==> src/aaema_pkg.sv <==
// Package for the two-channel ADC averager: widths, reset values, register indexes, types.
`default_nettype none

package aaema_pkg;

    // Default build parameters
    localparam int SAMPLES_PER_GROUP_DEF = 4;
    localparam int GAIN_FRAC_BITS_DEF    = 16;

    // Field widths
    localparam int SAMPLE_W   = 16;
    localparam int VALUE_W    = 32;
    localparam int GAIN_W     = 32;
    localparam int OFFS_W     = 16;
    localparam int ALPHA_W    = 9;
    localparam int ALPHA_FRAC = 8;
    localparam int THR_W      = 31;
    localparam int CFG_IDX_W  = 3;
    localparam int CFG_DATA_W = 32;

    // Saturation limit on the group average, in counts
    localparam int SAT_LIMIT  = 32000;
    localparam int ALPHA_HALF = 128;

    localparam logic [ALPHA_W-1:0] ALPHA_ONE = 9'd256;
    localparam logic [VALUE_W-1:0] VALUE_MAX = 32'h7FFF_FFFF;
    localparam logic [VALUE_W-1:0] VALUE_MIN = 32'h8000_0000;

    // Register indexes
    localparam logic [CFG_IDX_W-1:0] CFG_VOLT_GAIN    = 3'd0;
    localparam logic [CFG_IDX_W-1:0] CFG_CURR_GAIN    = 3'd1;
    localparam logic [CFG_IDX_W-1:0] CFG_VOLT_OFFSET  = 3'd2;
    localparam logic [CFG_IDX_W-1:0] CFG_CURR_OFFSET  = 3'd3;
    localparam logic [CFG_IDX_W-1:0] CFG_NORMAL_ALPHA = 3'd4;
    localparam logic [CFG_IDX_W-1:0] CFG_JUMP_ALPHA   = 3'd5;
    localparam logic [CFG_IDX_W-1:0] CFG_VOLT_THR     = 3'd6;
    localparam logic [CFG_IDX_W-1:0] CFG_CURR_THR     = 3'd7;

    // Register reset values
    localparam logic [GAIN_W-1:0]  RST_GAIN         = 32'hFFFF_0000;
    localparam logic [OFFS_W-1:0]  RST_OFFSET       = 16'h0000;
    localparam logic [ALPHA_W-1:0] RST_NORMAL_ALPHA = 9'd64;
    localparam logic [ALPHA_W-1:0] RST_JUMP_ALPHA   = 9'd218;
    localparam logic [THR_W-1:0]   RST_VOLT_THR     = 31'd1000;
    localparam logic [THR_W-1:0]   RST_CURR_THR     = 31'd150;

    typedef struct packed {
        logic signed [SAMPLE_W-1:0] raw_sample;
        logic                       channel;
    } in_item_t;

    typedef struct packed {
        logic                      out_channel;
        logic signed [VALUE_W-1:0] filtered_value;
        logic                      saturated;
    } out_item_t;

    typedef enum logic [3:0] {
        ST_IDLE,
        ST_LOAD,
        ST_MUL,
        ST_ROUND,
        ST_DIV,
        ST_SCALE,
        ST_FILT,
        ST_FROUND,
        ST_FDONE
    } state_t;

endpackage

`default_nettype wire

==> src/adc_average_adaptive_ema.sv <==
// Two-channel ADC averager with Q16 scaling and adaptive exponential smoothing.
//
// Input beats (in_valid/in_stall) carry a signed 16-bit conversion and a channel
// tag (0 voltage, 1 current). Each channel sums SAMPLES_PER_GROUP of its own
// samples; a beat that does not close a group is taken while idle and gives
// no result. A beat that closes a group gives one output beat (out_valid/out_stall)
// holding the channel, the filtered reading and the saturation flag.
// One bit-serial shift-add multiplier (33 steps, used for the gain and again
// for alpha; the first reading of a channel skips the alpha pass) and a
// bit-serial divider by the group size (Q steps) do the work, where
// Q = 34 + SUM_W - GAIN_FRAC_BITS and SUM_W = 16 + clog2(SAMPLES_PER_GROUP).
// in_stall is high from a group close until the result sits in the output
// register. A stalled output beat holds; the next group result waits for it
// in the result state, and no samples are taken meanwhile. Reset clears the group
// sums, counts, filter state and the output valid, and loads the register defaults.
// The cfg port (cfg_we, cfg_index, cfg_data) writes one register a cycle; the user
// must use it only while the block is idle, as the block does not enforce this.
`default_nettype none

module adc_average_adaptive_ema
    import aaema_pkg::*;
#(
    parameter int SAMPLES_PER_GROUP = SAMPLES_PER_GROUP_DEF,
    parameter int GAIN_FRAC_BITS    = GAIN_FRAC_BITS_DEF
)(
    input  wire logic                  clk,
    input  wire logic                  rst_n,
    input  wire logic                  in_valid,
    output      logic                  in_stall,
    input  wire in_item_t              in_data,
    output      logic                  out_valid,
    input  wire logic                  out_stall,
    output      out_item_t             out_data,
    input  wire logic                  cfg_we,
    input  wire logic [CFG_IDX_W-1:0]  cfg_index,
    input  wire logic [CFG_DATA_W-1:0] cfg_data
);

    localparam int SUM_W   = SAMPLE_W + $clog2(SAMPLES_PER_GROUP);
    localparam int D_W     = SUM_W + 1;
    localparam int MA_W    = SUM_W;
    localparam int MB_W    = VALUE_W + 1;
    localparam int PROD_W  = MA_W + MB_W;
    localparam int ACC_W   = PROD_W + 1;
    localparam int QW      = ACC_W - GAIN_FRAC_BITS;
    localparam int QX_W    = (QW > MB_W) ? QW : MB_W;
    localparam int RW      = $clog2(SAMPLES_PER_GROUP) + 1;
    localparam int GCNT_W  = $clog2(SAMPLES_PER_GROUP + 1);
    localparam int MAXC    = (QW > MB_W) ? QW : MB_W;
    localparam int CNT_W   = $clog2(MAXC + 1);
    localparam int STEP_W  = MB_W + ALPHA_W;
    localparam int NEW_W   = STEP_W - ALPHA_FRAC;

    localparam logic [SUM_W-1:0]  SAT_LIM    = SUM_W'(SAT_LIMIT * SAMPLES_PER_GROUP);
    localparam logic [ACC_W-1:0]  HALF_DEN   = ACC_W'(SAMPLES_PER_GROUP) << (GAIN_FRAC_BITS - 1);
    localparam logic [RW:0]       DIV_N      = (RW + 1)'(SAMPLES_PER_GROUP);
    localparam logic [GCNT_W-1:0] GCNT_LAST  = GCNT_W'(SAMPLES_PER_GROUP - 1);
    localparam logic [CNT_W-1:0]  MUL_STEPS  = CNT_W'(MB_W);
    localparam logic [CNT_W-1:0]  DIV_STEPS  = CNT_W'(QW);
    localparam logic [CNT_W-1:0]  LAST_STEP  = CNT_W'(1);
    localparam logic [STEP_W-1:0] STEP_HALF  = STEP_W'(ALPHA_HALF);

    // Configuration registers
    logic signed [GAIN_W-1:0] volt_gain_reg, curr_gain_reg;
    logic signed [OFFS_W-1:0] volt_offset_reg, curr_offset_reg;
    logic [ALPHA_W-1:0]       normal_alpha_reg, jump_alpha_reg;
    logic [THR_W-1:0]         volt_thr_reg, curr_thr_reg;

    // Per-channel state
    logic [SUM_W-1:0]   gsum_reg   [2];
    logic [SUM_W-1:0]   gsum_next  [2];
    logic [GCNT_W-1:0]  gcnt_reg   [2];
    logic [GCNT_W-1:0]  gcnt_next  [2];
    logic [VALUE_W-1:0] fval_reg   [2];
    logic [VALUE_W-1:0] fval_next  [2];
    logic               primed_reg [2];
    logic               primed_next[2];

    // Sequencer and datapath registers
    state_t             state_reg, state_next;
    logic [CNT_W-1:0]   cnt_reg, cnt_next;
    logic [ACC_W-1:0]   acc_reg, acc_next;
    logic [MA_W-1:0]    mcand_reg, mcand_next;
    logic [QW-1:0]      quot_reg, quot_next;
    logic [RW-1:0]      rem_reg, rem_next;
    logic               sign_reg, sign_next;
    logic               dsign_reg, dsign_next;
    logic               alpha_pass_reg, alpha_pass_next;
    logic               ch_reg, ch_next;
    logic               sat_reg, sat_next;
    logic [SUM_W-1:0]   sum_reg, sum_next;
    logic [VALUE_W-1:0] scaled_reg, scaled_next;
    logic [VALUE_W-1:0] res_reg, res_next;
    out_item_t          out_reg, out_next;
    logic               out_valid_reg, out_valid_next;

    // Datapath helpers
    logic                     in_ch;
    logic [SUM_W-1:0]         in_sum;
    logic                     in_last;
    logic signed [GAIN_W-1:0] cur_gain;
    logic signed [OFFS_W-1:0] cur_offs;
    logic [THR_W-1:0]         cur_thr;
    logic [D_W-1:0]           offs_n;
    logic [D_W-1:0]           d_val;
    logic [D_W-1:0]           d_neg_val;
    logic [MA_W-1:0]          d_mag;
    logic [SUM_W-1:0]         sum_mag;
    logic [MB_W-1:0]          gain_x;
    logic [MB_W-1:0]          gain_mag;
    logic [MA_W:0]            mul_hi_sum;
    logic [ACC_W-1:0]         mul_shift;
    logic [ACC_W-1:0]         rnd_val;
    logic [RW:0]              trial;
    logic                     trial_ge;
    logic [RW:0]              trial_sub;
    logic [QX_W-1:0]          qx;
    logic                     over_pos, over_neg;
    logic [VALUE_W-1:0]       scaled_val;
    logic [VALUE_W-1:0]       prev_val;
    logic [MB_W-1:0]          diff;
    logic [MB_W-1:0]          adiff;
    logic                     jump;
    logic [ALPHA_W-1:0]       alpha_sel;
    logic [ALPHA_W-1:0]       alpha_eff;
    logic [STEP_W-1:0]        step_rnd;
    logic [NEW_W-1:0]         step_mag;
    logic [NEW_W-1:0]         new_val;
    logic [VALUE_W-1:0]       new_sat;

    // Accumulate the incoming beat into its channel's group
    assign in_ch   = in_data.channel;
    assign in_sum  = gsum_reg[in_ch] + SUM_W'(in_data.raw_sample);
    assign in_last = (gcnt_reg[in_ch] == GCNT_LAST);

    // Select the working channel's registers
    assign cur_gain = ch_reg ? curr_gain_reg : volt_gain_reg;
    assign cur_offs = ch_reg ? curr_offset_reg : volt_offset_reg;
    assign cur_thr  = ch_reg ? curr_thr_reg : volt_thr_reg;

    // Remove the offset in counts and split into sign and magnitude
    assign offs_n    = D_W'(cur_offs * SAMPLES_PER_GROUP);
    assign d_val     = {sum_reg[SUM_W-1], sum_reg} - offs_n;
    assign d_neg_val = -d_val;
    assign d_mag     = d_val[D_W-1] ? d_neg_val[MA_W-1:0] : d_val[MA_W-1:0];
    assign sum_mag   = sum_reg[SUM_W-1] ? -sum_reg : sum_reg;
    assign gain_x    = MB_W'(cur_gain);
    assign gain_mag  = gain_x[MB_W-1] ? -gain_x : gain_x;

    // One shift-add multiplier step, LSB of the multiplier first
    assign mul_hi_sum = acc_reg[ACC_W-1:MB_W] + (acc_reg[0] ? {1'b0, mcand_reg} : '0);
    assign mul_shift  = {mul_hi_sum, acc_reg[MB_W-1:0]} >> 1;

    // Round half away from zero on the magnitude, then drop the Q fraction
    assign rnd_val = {1'b0, acc_reg[PROD_W-1:0]} + HALF_DEN;

    // One restoring division step by the group size
    assign trial     = {rem_reg, quot_reg[QW-1]};
    assign trial_ge  = (trial >= DIV_N);
    assign trial_sub = trial - DIV_N;

    // Apply the sign and clamp to the 32-bit range
    assign qx       = QX_W'(quot_reg);
    assign over_pos = |qx[QX_W-1:VALUE_W-1];
    assign over_neg = (|qx[QX_W-1:VALUE_W]) | (qx[VALUE_W-1] & (|qx[VALUE_W-2:0]));
    always_comb
    begin
        if (sign_reg)
        begin
            scaled_val = over_neg ? VALUE_MIN : -qx[VALUE_W-1:0];
        end
        else
        begin
            scaled_val = over_pos ? VALUE_MAX : qx[VALUE_W-1:0];
        end
    end

    // Step from the previous filtered value and choose alpha
    assign prev_val  = fval_reg[ch_reg];
    assign diff      = {scaled_reg[VALUE_W-1], scaled_reg} - {prev_val[VALUE_W-1], prev_val};
    assign adiff     = diff[MB_W-1] ? -diff : diff;
    assign jump      = (adiff >= MB_W'(cur_thr));
    assign alpha_sel = jump ? jump_alpha_reg : normal_alpha_reg;
    assign alpha_eff = alpha_sel[ALPHA_W-1] ? ALPHA_ONE : alpha_sel;

    // Scale the weighted step back from alpha's Q1.8 and add it to the previous value
    assign step_rnd = acc_reg[STEP_W-1:0] + STEP_HALF;
    assign step_mag = step_rnd[STEP_W-1:ALPHA_FRAC];
    assign new_val  = {{(NEW_W - VALUE_W){prev_val[VALUE_W-1]}}, prev_val}
                      + (dsign_reg ? -step_mag : step_mag);
    always_comb
    begin
        if ((new_val[NEW_W-1:VALUE_W-1] == '0) || (new_val[NEW_W-1:VALUE_W-1] == '1))
        begin
            new_sat = new_val[VALUE_W-1:0];
        end
        else
        begin
            new_sat = new_val[NEW_W-1] ? VALUE_MIN : VALUE_MAX;
        end
    end

    // Sequencer: next state and datapath loads
    always_comb
    begin
        state_next      = state_reg;
        cnt_next        = cnt_reg;
        acc_next        = acc_reg;
        mcand_next      = mcand_reg;
        quot_next       = quot_reg;
        rem_next        = rem_reg;
        sign_next       = sign_reg;
        dsign_next      = dsign_reg;
        alpha_pass_next = alpha_pass_reg;
        ch_next         = ch_reg;
        sat_next        = sat_reg;
        sum_next        = sum_reg;
        scaled_next     = scaled_reg;
        res_next        = res_reg;
        gsum_next       = gsum_reg;
        gcnt_next       = gcnt_reg;
        fval_next       = fval_reg;
        primed_next     = primed_reg;
        out_next        = out_reg;
        out_valid_next  = out_valid_reg & out_stall;
        in_stall        = (state_reg != ST_IDLE);

        unique case (state_reg)
            ST_IDLE:
            begin
                if (in_valid)
                begin
                    if (in_last)
                    begin
                        gsum_next[in_ch] = '0;
                        gcnt_next[in_ch] = '0;
                        sum_next         = in_sum;
                        ch_next          = in_ch;
                        state_next       = ST_LOAD;
                    end
                    else
                    begin
                        gsum_next[in_ch] = in_sum;
                        gcnt_next[in_ch] = gcnt_reg[in_ch] + 1'b1;
                    end
                end
            end
            ST_LOAD:
            begin
                sat_next        = (sum_mag > SAT_LIM);
                sign_next       = d_val[D_W-1] ^ cur_gain[GAIN_W-1];
                mcand_next      = d_mag;
                acc_next        = {{(ACC_W - MB_W){1'b0}}, gain_mag};
                alpha_pass_next = 1'b0;
                cnt_next        = MUL_STEPS;
                state_next      = ST_MUL;
            end
            ST_MUL:
            begin
                acc_next = mul_shift;
                cnt_next = cnt_reg - 1'b1;
                if (cnt_reg == LAST_STEP)
                begin
                    state_next = alpha_pass_reg ? ST_FROUND : ST_ROUND;
                end
            end
            ST_ROUND:
            begin
                quot_next  = rnd_val[ACC_W-1:GAIN_FRAC_BITS];
                rem_next   = '0;
                cnt_next   = DIV_STEPS;
                state_next = ST_DIV;
            end
            ST_DIV:
            begin
                rem_next  = trial_ge ? trial_sub[RW-1:0] : trial[RW-1:0];
                quot_next = {quot_reg[QW-2:0], trial_ge};
                cnt_next  = cnt_reg - 1'b1;
                if (cnt_reg == LAST_STEP)
                begin
                    state_next = ST_SCALE;
                end
            end
            ST_SCALE:
            begin
                scaled_next = scaled_val;
                state_next  = ST_FILT;
            end
            ST_FILT:
            begin
                if (!primed_reg[ch_reg])
                begin
                    // First reading passes straight through
                    fval_next[ch_reg]   = scaled_reg;
                    primed_next[ch_reg] = 1'b1;
                    res_next            = scaled_reg;
                    state_next          = ST_FDONE;
                end
                else
                begin
                    mcand_next      = MA_W'(alpha_eff);
                    acc_next        = {{(ACC_W - MB_W){1'b0}}, adiff};
                    dsign_next      = diff[MB_W-1];
                    alpha_pass_next = 1'b1;
                    cnt_next        = MUL_STEPS;
                    state_next      = ST_MUL;
                end
            end
            ST_FROUND:
            begin
                fval_next[ch_reg] = new_sat;
                res_next          = new_sat;
                state_next        = ST_FDONE;
            end
            ST_FDONE:
            begin
                // Hold the result until the output register is free
                if (!out_valid_reg || !out_stall)
                begin
                    out_next.out_channel    = ch_reg;
                    out_next.filtered_value = res_reg;
                    out_next.saturated      = sat_reg;
                    out_valid_next          = 1'b1;
                    state_next              = ST_IDLE;
                end
            end
            default:
            begin
                state_next = ST_IDLE;
            end
        endcase
    end

    // Write configuration registers
    always_ff @(posedge clk or negedge rst_n)
    begin
        if (!rst_n)
        begin
            volt_gain_reg    <= RST_GAIN;
            curr_gain_reg    <= RST_GAIN;
            volt_offset_reg  <= RST_OFFSET;
            curr_offset_reg  <= RST_OFFSET;
            normal_alpha_reg <= RST_NORMAL_ALPHA;
            jump_alpha_reg   <= RST_JUMP_ALPHA;
            volt_thr_reg     <= RST_VOLT_THR;
            curr_thr_reg     <= RST_CURR_THR;
        end
        else if (cfg_we)
        begin
            unique case (cfg_index)
                CFG_VOLT_GAIN:    volt_gain_reg    <= cfg_data[GAIN_W-1:0];
                CFG_CURR_GAIN:    curr_gain_reg    <= cfg_data[GAIN_W-1:0];
                CFG_VOLT_OFFSET:  volt_offset_reg  <= cfg_data[OFFS_W-1:0];
                CFG_CURR_OFFSET:  curr_offset_reg  <= cfg_data[OFFS_W-1:0];
                CFG_NORMAL_ALPHA: normal_alpha_reg <= cfg_data[ALPHA_W-1:0];
                CFG_JUMP_ALPHA:   jump_alpha_reg   <= cfg_data[ALPHA_W-1:0];
                CFG_VOLT_THR:     volt_thr_reg     <= cfg_data[THR_W-1:0];
                CFG_CURR_THR:     curr_thr_reg     <= cfg_data[THR_W-1:0];
            endcase
        end
    end

    // Advance control state and per-channel state
    always_ff @(posedge clk or negedge rst_n)
    begin
        if (!rst_n)
        begin
            state_reg      <= ST_IDLE;
            cnt_reg        <= '0;
            alpha_pass_reg <= 1'b0;
            out_valid_reg  <= 1'b0;
            for (int c = 0; c < 2; c++)
            begin
                gsum_reg[c]   <= '0;
                gcnt_reg[c]   <= '0;
                fval_reg[c]   <= '0;
                primed_reg[c] <= 1'b0;
            end
        end
        else
        begin
            state_reg      <= state_next;
            cnt_reg        <= cnt_next;
            alpha_pass_reg <= alpha_pass_next;
            out_valid_reg  <= out_valid_next;
            gsum_reg       <= gsum_next;
            gcnt_reg       <= gcnt_next;
            fval_reg       <= fval_next;
            primed_reg     <= primed_next;
        end
    end

    // Hold datapath and output payload
    always_ff @(posedge clk)
    begin
        acc_reg    <= acc_next;
        mcand_reg  <= mcand_next;
        quot_reg   <= quot_next;
        rem_reg    <= rem_next;
        sign_reg   <= sign_next;
        dsign_reg  <= dsign_next;
        ch_reg     <= ch_next;
        sat_reg    <= sat_next;
        sum_reg    <= sum_next;
        scaled_reg <= scaled_next;
        res_reg    <= res_next;
        out_reg    <= out_next;
    end

    assign out_valid = out_valid_reg;
    assign out_data  = out_reg;

`ifndef SYNTH
    // A new output beat only ever comes from the result state
    a_out_from_done: assert property (@(posedge clk) disable iff (!rst_n)
        $rose(out_valid) |-> $past(state_reg == ST_FDONE))
        else $error("output beat raised outside the result state");

    // A beat that closes a group starts the scaling sequence
    a_group_close: assert property (@(posedge clk) disable iff (!rst_n)
        (state_reg == ST_IDLE && in_valid && in_last) |=> (state_reg == ST_LOAD))
        else $error("group close did not start scaling");

    // The divider hands over to scaling after its last step
    a_div_done: assert property (@(posedge clk) disable iff (!rst_n)
        (state_reg == ST_DIV && cnt_reg == LAST_STEP) |=> (state_reg == ST_SCALE))
        else $error("divider did not finish on its last step");

    // A pending result waits while the output beat is stalled
    a_result_wait: assert property (@(posedge clk) disable iff (!rst_n)
        (state_reg == ST_FDONE && out_valid && out_stall) |=> (state_reg == ST_FDONE))
        else $error("result left while output was stalled");
`endif

endmodule

`default_nettype wire
==> config.mk <==
export PLATFORM = sky130hd
export DESIGN_NAME = adc_average_adaptive_ema
export DESIGN_NICKNAME = d
export VERILOG_FILES = /design/src/aaema_pkg.sv /design/src/adc_average_adaptive_ema.sv
export SDC_FILE = /design/constraint.sdc
export NUM_CORES = 1
export LEC_CHECK = 0
export BUFFER_PORTS_ARGS = -buffer_cell sky130_fd_sc_hd__buf_2
export CAP_MARGIN = 20
export CORE_UTILIZATION = 55
export DETAILED_ROUTE_END_ITERATION = 8
export PLACE_DENSITY = 0.72
export SLEW_MARGIN = 30
export SYNTH_ARGS = -nofsm -noshare
export SYNTH_HDL_FRONTEND = slang
export SYNTH_SLANG_ARGS = --single-unit
==> constraint.sdc <==
create_clock -name clk -period 12.15 [get_ports clk]
set_input_delay 1.215 -clock clk [delete_from_list [all_inputs] [get_ports clk]]
set_output_delay 1.215 -clock clk [all_outputs]
set_load 0.05 [all_outputs]
==> impl_metrics.json <==
{
  "synth_flop_cell": "dfrtp_1",
  "worstHoldPathCells": 0,
  "cp.required_ns": 12.53,
  "ys_warn_count": 0,
  "worstSetupStartpoint": "ch_reg$_DFFE_PP_",
  "skew_ns": 0.0526,
  "drv_cap": 0,
  "layout_common_cells": "nand2_1, o21ai_0, dfrtp_1",
  "synth_top_area_share_pct": 20.3,
  "final_antenna_net_count": 0,
  "numPortBuffers": 92,
  "period_needed_ns": 8.21,
  "setup_ws_ns": 3.94,
  "synth.distinct_cells": 95,
  "hold_class": "register to register",
  "synth_area_per_cell_sq_um": 9.96,
  "ys_seq_elements": 524,
  "clkTransAtPathRegs_ns": 0.06,
  "grt_max_degree": 87,
  "synth_nets": 3601,
  "antenna_found_initial": 0,
  "fin_setup_tns_ns": 0,
  "cp.arrival_ns": 8.59,
  "std_cell_rows": 90,
  "max_freq_ghz": 0.122,
  "regArea_sq_um": 14300,
  "coreArea_sq_um": 60500,
  "vias_per_cell": 6.32,
  "yosysTopAreaCell": "edfxtp_1",
  "clk_latency_ns": 0.64,
  "grt.total_usage_pct": 30.9,
  "setup_viol": 0,
  "worst-path-stages": 25,
  "cp_common_cell": "o21ai_0",
  "synthesis.area_sq_um": 33700,
  "first_pass_iters": 7,
  "ios": 93,
  "p_per_area_nw_per_um2": 267,
  "largest_reg_flops": 64,
  "die_area_sq_um": 62200,
  "drive_gt1_share_pct": 16.4,
  "post_cts_buffers": 0,
  "final_max_slew_viol_count": 0,
  "initial_core_util_pct": 55.7,
  "worstPathMaxFanout": 38,
  "die_y_um": 249,
  "path_class": "register to register",
  "routed_wl_um": 97100,
  "timing_worst_slew_pin_value_ns": 0.962,
  "synthArstFlopShare_pct": 56.5,
  "synth_cells": 3380,
  "area_growth_syn_to_layout_pct": 9.42,
  "diodes": 0,
  "slew_headroom_pct": 35.4,
  "peakVddDrop_mv": 0.192,
  "dr.first_iter.drc_count": 2309,
  "numCtsBuffers": 56,
  "cpMaxStageDelayCell": "buf_4",
  "die_w_um": 249,
  "root_buffer": "clkbuf_16",
  "r2r_cells": 25,
  "worst-path-buf-inv": 3,
  "final_common_cell": "nand2_1",
  "fill_cells": 4916,
  "synthTopCellsByArea": "edfxtp_1, dfrtp_1, mux2_2, ha_1, o21ai_0",
  "gp_congestion": 1.02,
  "cts.sinks": 524,
  "start_kind": "register",
  "htree_levels": 2,
  "finalHoldViolCount": 0,
  "timing.hold.ws_ns": 0.417,
  "max_stage_delay_ns": 0.64,
  "rsz0062_at_grt": "false",
  "clk_path_buf_depth": 3,
  "grt_pass1_wl_um": 150000,
  "pre_cts_ws_ns": 4.14,
  "vias": 26714,
  "post_drt_wl_per_cell_um": 23.0,
  "p_leak_uw": 0.0152,
  "fin_util_pct": 60.9,
  "grt_overflow_total": 0,
  "post_cts_resized": 0,
  "cp_top_family": "compound AO/OA/AOI/OAI gates",
  "grt_pass1_vias": 25796,
  "final_nets": 3616,
  "synth_enable_flop_cells": 228,
  "dp_hpwl_um": 73300,
  "hp-start": "res_reg[30]$_DFFE_PP_",
  "yosysSeqAreaShare_pct": 42.5,
  "period_share_pct": 67.5,
  "reg2reg_from": "ch_reg$_DFFE_PP_",
  "cts_tree": "done",
  "hold_buffers": 0,
  "multi_input_area_sq_um": 18400,
  "end_kind": "register",
  "drc": 0,
  "outcome": "finished, final reports clean"
}
-- logic make-up (layout without fill, tap and decap cells) --
logic type	after synthesis	after routing	share of synthesized area (%)
AOI/OAI and AO/OA	793	793	15.4
xor gates and xnor gates	253	253	6.58
adders and majority gates	164	164	6.21
buffers and inverters	293	356	3.32
DFF	524	524	42.5
muxes	347	347	11.2
and+or+nand+nor	1006	1006	14.8
-- layer usage --
layer  track usage [%]  up-vias  part of all wire, %
li1                  -    12441                    -
met1              42.0    13102                   44
met2              51.2      989                   47
met3              3.01      182                  5.5
met4              11.4        0                  3.9
met5                 0        -                    0
-- cell usage after synthesis, drive strengths merged, types with 9 or more instances --
master,instances
inv,125
o221ai,9
or2,15
a211oi,17
nand3,65
xnor2,128
and4,11
a21oi,141
and3,50
o21bai,17
or3,30
nor2,242
o31ai,27
mux2i,115
buf,38
a2111oi,10
dfstp,48
nor4,19
a22oi,29
edfxtp,228
nor3,81
and2,42
nand2b,25
a31oi,47
xor2,125
nand2,297
dfrtp,248
o311ai,24
mux2,232
nand3b,10
nor2b,29
o21a,24
nand4,39
nor3b,23
clkbuf,130
a31o,11
o31a,9
a221o,33
a21o,50
o21ai,259
o211ai,23
ha,159
-- stage by stage --
stage               area (sq um)  instances  total power (uW)
floorplan                  33700       3380              6400
global placement           34800       4119              7740
detailed placement         34800       4119              7900
CTS                        36800       4225              9750
global route               36800       4225             10400
finish                     36800       4225              9820
-- cell type report --
class / count / area share (%)
multi-input combinational: 2563 / 49.9
inverter: 125 / 1.27
clock inverter: 27 / 0.917
timing repair buffer: 125 / 1.96
sequential: 524 / 38.9
tap: 782 / 2.66
clock buffer: 79 / 4.48
-- final timing paths --
kind                                                     end  slack (ns)
worst max-delay path                  mcand_reg[7]$_DFFE_PP_        3.94
max in group asynchronous       volt_gain_reg[2]$_DFFE_PN0P_        9.47
min in group asynchronous           fval_reg[28]$_DFFE_PN0P_        0.59
worst max register to register        mcand_reg[7]$_DFFE_PP_        3.94
worst min register to register        out_data[31]$_DFFE_PP_        0.42
worst min-delay path                  out_data[31]$_DFFE_PP_        0.42
-- power by group --
group          total [uW]  internal, uW  switching, uW
logic                4990          1900           3090
clock network        1820          1080            740
registers            3010          2520            490
(Power assumes the default switching activity.)
